===== src/cptt_pkg.sv =====
package cptt_pkg;

	localparam int NUM_CHANNELS_DEF = 4;
	localparam int CH_W             = 2;
	localparam int COUNT_W          = 16;
	localparam int NORM_W           = 9;
	localparam int REM_W            = COUNT_W + 1;
	localparam int QUARTER_SHIFT    = 2;
	localparam int DIV_STEPS        = NORM_W;
	localparam int STEP_W           = $clog2(DIV_STEPS);

	localparam logic [NORM_W-1:0] NORM_MAX  = NORM_W'(256);
	localparam logic              MODE_MEAS = 1'b0;
	localparam logic              MODE_READ = 1'b1;

	typedef enum logic [1:0] {
		ST_IDLE,
		ST_DIV,
		ST_FIN
	} cptt_state_t;

	typedef struct packed {
		logic load;
		logic step;
		logic finish;
	} cptt_cmd_t;

	typedef struct packed {
		logic no_peak;
	} cptt_sts_t;

endpackage


===== src/capsense_peak_track_touch_unit.sv =====
// channel  | direction | handshake        | fields
// command  | in        | start, busy      | mode, channel, count
// result   | out       | done (1 cycle)   | raw_count, peak_count, normalized, pressed, no_peak
//
// A transaction is taken at a clock edge with start high and busy low.
// Result strobe done follows acceptance after the 9 divide steps of the serial divider
// and the finish state, from which done is registered; when the peak is zero no divide steps run.
// busy drops in the cycle done is high, so the next command may go in then.
// Reset clears both per-channel stores and the controller.
// Results are held until the next done; the receiver cannot stall.
module capsense_peak_track_touch_unit #(
	parameter int NUM_CHANNELS = cptt_pkg::NUM_CHANNELS_DEF
) (
	input  logic                         clk,
	input  logic                         arst_n,
	input  logic                         start,
	output logic                         busy,
	input  logic                         mode,
	input  logic [cptt_pkg::CH_W-1:0]    channel,
	input  logic [cptt_pkg::COUNT_W-1:0] count,
	output logic                         done,
	output logic [cptt_pkg::COUNT_W-1:0] raw_count,
	output logic [cptt_pkg::COUNT_W-1:0] peak_count,
	output logic [cptt_pkg::NORM_W-1:0]  normalized,
	output logic                         pressed,
	output logic                         no_peak
);

	cptt_pkg::cptt_cmd_t cmd;
	cptt_pkg::cptt_sts_t sts;

	cptt_ctrl u_ctrl (
		.clk    (clk),
		.arst_n (arst_n),
		.start  (start),
		.sts    (sts),
		.cmd    (cmd),
		.busy   (busy),
		.done   (done)
	);

	cptt_dp #(
		.NUM_CHANNELS (NUM_CHANNELS)
	) u_dp (
		.clk        (clk),
		.arst_n     (arst_n),
		.cmd        (cmd),
		.sts        (sts),
		.mode       (mode),
		.channel    (channel),
		.count      (count),
		.raw_count  (raw_count),
		.peak_count (peak_count),
		.normalized (normalized),
		.pressed    (pressed),
		.no_peak    (no_peak)
	);

	a_accept_busy: assert property (@(posedge clk) disable iff (!arst_n)
		(start && !busy) |=> busy)
		else $error("busy not raised after accepted transaction");

	a_done_idle: assert property (@(posedge clk) disable iff (!arst_n)
		done |-> (!busy && $past(busy)))
		else $error("done outside end of transaction");

	a_done_pulse: assert property (@(posedge clk) disable iff (!arst_n)
		done |=> !done)
		else $error("done longer than one cycle");

	a_result_sane: assert property (@(posedge clk) disable iff (!arst_n)
		done |-> ((peak_count >= raw_count) && (normalized <= cptt_pkg::NORM_MAX)
			&& (!no_peak || ((normalized == '0) && !pressed && (peak_count == '0)))))
		else $error("inconsistent result");

endmodule


===== src/cptt_ctrl.sv =====
module cptt_ctrl (
	input  logic                clk,
	input  logic                arst_n,
	input  logic                start,
	input  cptt_pkg::cptt_sts_t sts,
	output cptt_pkg::cptt_cmd_t cmd,
	output logic                busy,
	output logic                done
);

	cptt_pkg::cptt_state_t            state_q, state_d;
	logic [cptt_pkg::STEP_W-1:0]      step_q, step_d;
	logic                             done_q, done_d;

	always_ff @(posedge clk or negedge arst_n) begin
		if (!arst_n) begin
			state_q <= cptt_pkg::ST_IDLE;
			step_q  <= '0;
			done_q  <= 1'b0;
		end else begin
			state_q <= state_d;
			step_q  <= step_d;
			done_q  <= done_d;
		end
	end

	always_comb begin
		state_d    = state_q;
		step_d     = step_q;
		done_d     = 1'b0;
		cmd.load   = 1'b0;
		cmd.step   = 1'b0;
		cmd.finish = 1'b0;
		unique case (state_q)
			cptt_pkg::ST_IDLE: begin
				if (start) begin
					cmd.load = 1'b1;
					step_d   = '0;
					state_d  = cptt_pkg::ST_DIV;
				end
			end
			cptt_pkg::ST_DIV: begin
				if (sts.no_peak) begin
					state_d = cptt_pkg::ST_FIN;
				end else begin
					cmd.step = 1'b1;
					step_d   = step_q + 1'b1;
					if (step_q == cptt_pkg::STEP_W'(cptt_pkg::DIV_STEPS - 1)) begin
						state_d = cptt_pkg::ST_FIN;
					end
				end
			end
			cptt_pkg::ST_FIN: begin
				cmd.finish = 1'b1;
				done_d     = 1'b1;
				state_d    = cptt_pkg::ST_IDLE;
			end
			default: begin
				state_d = cptt_pkg::ST_IDLE;
			end
		endcase
	end

	assign busy = (state_q != cptt_pkg::ST_IDLE);
	assign done = done_q;

endmodule


===== src/cptt_dp.sv =====
module cptt_dp #(
	parameter int NUM_CHANNELS = cptt_pkg::NUM_CHANNELS_DEF
) (
	input  logic                                clk,
	input  logic                                arst_n,
	input  cptt_pkg::cptt_cmd_t                 cmd,
	output cptt_pkg::cptt_sts_t                 sts,
	input  logic                                mode,
	input  logic [cptt_pkg::CH_W-1:0]           channel,
	input  logic [cptt_pkg::COUNT_W-1:0]        count,
	output logic [cptt_pkg::COUNT_W-1:0]        raw_count,
	output logic [cptt_pkg::COUNT_W-1:0]        peak_count,
	output logic [cptt_pkg::NORM_W-1:0]         normalized,
	output logic                                pressed,
	output logic                                no_peak
);

	localparam int IDX_W = (NUM_CHANNELS > 1) ? $clog2(NUM_CHANNELS) : 1;

	logic [cptt_pkg::COUNT_W-1:0] latest_q [NUM_CHANNELS];
	logic [cptt_pkg::COUNT_W-1:0] peaks_q  [NUM_CHANNELS];

	logic [IDX_W-1:0]             idx;
	logic                         in_range;
	logic                         wr_en;
	logic [cptt_pkg::COUNT_W-1:0] cur_raw, cur_peak, new_raw, new_peak, thresh;

	logic [cptt_pkg::COUNT_W-1:0] raw_q, peak_q;
	logic [cptt_pkg::REM_W-1:0]   rem_q, rem_sub, rem_keep;
	logic [cptt_pkg::NORM_W-1:0]  quo_q;
	logic                         pressed_q, nopeak_q, ge;

	assign idx      = IDX_W'(channel);
	assign in_range = (32'(channel) < NUM_CHANNELS);
	assign wr_en    = cmd.load && in_range && (mode == cptt_pkg::MODE_MEAS);

	always_comb begin
		cur_raw  = in_range ? latest_q[idx] : '0;
		cur_peak = in_range ? peaks_q[idx]  : '0;
		new_raw  = cur_raw;
		new_peak = cur_peak;
		if (in_range && (mode == cptt_pkg::MODE_MEAS)) begin
			new_raw  = count;
			new_peak = (count > cur_peak) ? count : cur_peak;
		end
		thresh = new_peak - (new_peak >> cptt_pkg::QUARTER_SHIFT);
	end

	always_ff @(posedge clk or negedge arst_n) begin
		if (!arst_n) begin
			for (int i = 0; i < NUM_CHANNELS; i++) begin
				latest_q[i] <= '0;
				peaks_q[i]  <= '0;
			end
		end else if (wr_en) begin
			latest_q[idx] <= new_raw;
			peaks_q[idx]  <= new_peak;
		end
	end

	// restoring divide: (raw << 8) / peak, one quotient bit per step
	assign ge       = (rem_q >= {1'b0, peak_q});
	assign rem_sub  = rem_q - {1'b0, peak_q};
	assign rem_keep = ge ? rem_sub : rem_q;

	always_ff @(posedge clk) begin
		if (cmd.load) begin
			raw_q     <= new_raw;
			peak_q    <= new_peak;
			rem_q     <= {1'b0, new_raw};
			quo_q     <= '0;
			pressed_q <= (new_raw < thresh);
			nopeak_q  <= (new_peak == '0);
		end else if (cmd.step) begin
			rem_q <= {rem_keep[cptt_pkg::REM_W-2:0], 1'b0};
			quo_q <= {quo_q[cptt_pkg::NORM_W-2:0], ge};
		end
	end

	always_ff @(posedge clk) begin
		if (cmd.finish) begin
			raw_count  <= raw_q;
			peak_count <= peak_q;
			no_peak    <= nopeak_q;
			pressed    <= nopeak_q ? 1'b0 : pressed_q;
			if (nopeak_q) begin
				normalized <= '0;
			end else begin
				normalized <= (quo_q > cptt_pkg::NORM_MAX) ? cptt_pkg::NORM_MAX : quo_q;
			end
		end
	end

	assign sts.no_peak = nopeak_q;

endmodule


===== config.mk =====
export PLATFORM = sky130hd
export DESIGN_NAME = capsense_peak_track_touch_unit
export DESIGN_NICKNAME = d
export VERILOG_FILES = /design/src/cptt_pkg.sv /design/src/capsense_peak_track_touch_unit.sv /design/src/cptt_ctrl.sv /design/src/cptt_dp.sv
export SDC_FILE = /design/constraint.sdc
export NUM_CORES = 1
export LEC_CHECK = 0
export ABC_AREA = 1
export ABC_CLOCK_PERIOD_IN_PS = 6970
export BUFFER_PORTS_ARGS = -buffer_cell sky130_fd_sc_hd__buf_2
export CAP_MARGIN = 40
export CELL_PAD_IN_SITES_DETAIL_PLACEMENT = 0
export CELL_PAD_IN_SITES_GLOBAL_PLACEMENT = 1
export CORE_MARGIN = 1.5
export CORE_UTILIZATION = 50
export DETAILED_ROUTE_END_ITERATION = 10
export PLACE_DENSITY_LB_ADDON = 0.3
export SLEW_MARGIN = 15
export SYNTH_ARGS = -nofsm -noshare
export SYNTH_HDL_FRONTEND = slang
export SYNTH_SLANG_ARGS = --single-unit

===== constraint.sdc =====
create_clock -name clk -period 6.97 [get_ports clk]
set_input_delay 0.3485 -clock clk [delete_from_list [all_inputs] [get_ports clk]]
set_output_delay 0.3485 -clock clk [all_outputs]
set_load 0.05 [all_outputs]

==> flow_summary.yaml <==
run:
  drv_cap: 0
timing:
  hold_violations: 0
  maxSlewHeadroom_pct: 41.73
  finalCritPeriodShare_pct: 76.19
  setup-tns-final_ns: 0
  rsz0062_at_grt: "false"
  setup_violations: 0
  fmax_ghz: 0.1883
  slew_viol_final: 0
  period_needed_ns: 5.311
  skew_ns: 0.02751
  tightest_slew_ns: 0.8682
  fin_ws_ns: 1.659
hold_path:
  hold_path_class: "in -> reg"
finish:
  fillCellCount: 2108
  n_antenna_cell: 0
  final_cell_mix: "nand2_1 (378), o21ai_0 (142), dfrtp_1 (135)"
  multi_input_comb_area_mm2: 0.004893
  drive_above_1_share_pct: 14.17
  layout_commonest_cell: "nand2_1"
  stdcell_area_mm2: 0.01366
  final_util_pct: 58.00
  num-nets-final: 1462
  syn_to_final_growth_pct: 13.70
  seq_area_mm2: 0.006371
yosys:
  syn_inst: 1305
  avgSynthCellArea_um2: 9.203
  synth_seq_area_share_pct: 53.05
  synth_flop_cell: "dfrtp_1"
  synthesis.area_mm2: 0.01201
  ys_ff_latch: 238
  synth_edf_count: 93
  synth_fp_nets: 1390
  yosys_warnings: 0
  async_reset_ff_share_pct: 56.72
  synth_cell_types: 52
critical_path:
  rrSetupSlack_ns: 1.77
  critPathCapture: "u_dp.pressed_q"
  endpoint_kind: "register"
  crit_fanout: 32
  crit_start: "channel[1]"
  required_ns: 7.26
  timing.rr.start: "u_dp.peaks_q[63]"
  worstReg2RegEnd: "u_dp.pressed_q"
  r2r_cells: 24
  worstPathArrival_ns: 5.60
  worstSetupPathType: "in -> reg"
  cp-start-kind: "input port"
placed_design:
  place.gp.congestion: 0.8756
  hpwl_um: 20520
  dpl_cell_area_mm2: 0.01282
  io_buffers: 66
  dp_slack_ns: 1.148
power:
  p_leak_nw: 6.266
  seqPwrFrac_pct: 34.1
  internal_power_mw: 3.968
  irDropWorstVdd_uv: 205.4
  power_switching_mw: 2.912
  total_power_mw: 6.880
  p_sw_share_pct: 42.32
  pwr-share-comb_pct: 46.7
  power_density_mw_per_mm2: 503.8
  clkPwrFrac_pct: 19.2
global_routing:
  grt_antenna_before_repair: 0
  grt_usage_pct: 24.90
  gr-total-overflow: 0
  grt_start_max_net_pins: 82
  grt_pass1_wl_um: 47670
  grt_pass1_vias: 8761
floorplanning:
  die_y_um: 158.0
  floorplan.initialDensity_pct: 51.02
  ios: 67
  dieArea_mm2: 0.02496
  rows: 56
  die_x_um: 158.0
  coreArea_mm2: 0.02354
clock_tree:
  cts-resized-gates: 0
  clk_latency_ns: 0.55
  cts_hold_buf: 1
  cts_tree: "built"
  cts_root_buf: "clkbuf_16"
  cts_htree_levels: 1
  cts_setup_buffers: 0
  clkTransAtPathRegs_ns: 0.06
  cts_max_path_buffers: 3
  cts_sinks: 238
  cts-buffers-inserted: 26
route:
  avgRoutedWirePerCell_um: 17.27
  wirelength_um: 29630
  vias: 9160
  drtAntennaViolNets: 0
  first_pass_iters: 5
  drc: 0
  drt_iter0_markers: 660
  routed_via_density: 5.338
outcome:
  outcome: "finished clean"
-- through the flow --
step / hold slack [ns] / cells
2_1_floorplan: 0.05291 / 1305
3_3_place_gp: 0.4037 / 1660
3_5_place_dp: 0.4045 / 1667
4_1_cts: 0.2085 / 1716
5_1_grt: 0.2631 / 1716
6_report: 0.2271 / 1716
-- final cells by class --
type,instances,share of cell area (%)
Clock inverter,15,0.9437
Tap cell,319,2.923
Sequential cell,238,46.66
Multi-Input combinational cell,882,35.83
Clock buffer,33,5.104
Inverter,133,3.674
Timing Repair Buffer,96,4.865
-- metal layers --
layer / GRT usage (%) / part of all wire [%]
met1: 36.61 / 47
met2: 38.43 / 45
met3: 3.285 / 5.3
met4: 7.655 / 2.6
met5: 0 / 0
-- worst max-delay path, stage by stage --
cell and delay (ns):
buf_2 0.13, nand2_1 0.06, buf_4 0.32, inv_2 0.24, a221oi_1 0.42, ha_1 0.32
nand2_1 0.09, nor2_1 0.06, nand2_1 0.09, nor2_1 0.06, nor2_2 0.36, nand2_4 0.33
nand2_1 0.16, o21a_1 0.19, inv_1 0.14, ha_1 0.37, a21oi_1 0.24, o21a_1 0.18
nor3_1 0.06, a2111oi_0 0.50, nand2_1 0.11, nand2_1 0.08, nand2_1 0.05, ha_1 0.28
nand4_1 0.13, o221ai_1 0.20, a21oi_1 0.06
-- Yosys cell counts, types with 11 or more instances --
library cell  instances  area [um2]
o22ai_1              24       150.1
edfxtp_1             93        2793
a21oi_1              38       190.2
o21ai_0             142       710.7
a221oi_1             17       148.9
clkbuf_1             32       120.1
inv_1               123       461.7
ha_1                 61       763.2
xnor2_1              11       96.34
a22o_1               11       96.34
nand3_1              19       95.09
nand2_1             378        1419
nor2_1               47       176.4
dfrtp_1             135        3378
o21ai_1              23       115.1
nand2_2              17       106.4
-- how the worst min path moves through the flow --
stage	to	startpoint	cells after the start	slack [ns]
floorplan	u_ctrl.done	arst_n	0	0.05
global placement	u_dp.raw_count[15]	u_dp.raw_q[15]	0	0.40
detailed placement	u_dp.raw_count[2]	u_dp.raw_q[2]	0	0.40
CTS	u_dp.latest_q[53]	count[5]	5	0.21
global route	u_dp.latest_q[53]	count[5]	5	0.26
finish	u_dp.latest_q[53]	count[5]	5	0.23
-- logic make-up (layout without fill, tap and decap cells) --
group,Yosys count,count (layout),synth area share (%)
and+or+nand+nor,501,501,17.27
AOI/OAI and AO/OA,297,297,15.12
DFF,238,238,53.05
buffers and inverters,185,277,6.344
adders and majority gates,63,63,6.688
xor gates and xnor gates,21,21,1.531
-- flip-flops by register name (all words and copies together) (netlist names), 2 cells and up --
signal and cells:
u_dp.peak_count 16, u_ctrl.step_q 4, u_dp.raw_q 16, u_dp.latest_q 64, u_dp.rem_q 17, u_dp.quo_q 9
u_ctrl.state_q 2, u_dp.normalized 9, u_dp.peaks_q 64, u_dp.raw_count 16, u_dp.peak_q 16
-- power by group through the flow --
stage | clock network [mW] | logic [mW] | registers (mW)
final | 1.32 | 3.21 | 2.34
after global routing | 1.41 | 3.67 | 2.40
after CTS | 1.35 | 3.22 | 2.34
after detailed placement | 0 | 3.20 | 2.36
after global placement | 0 | 3.10 | 2.36
after floorplan | 0 | 2.19 | 2.54
(Power assumes the default switching activity.)
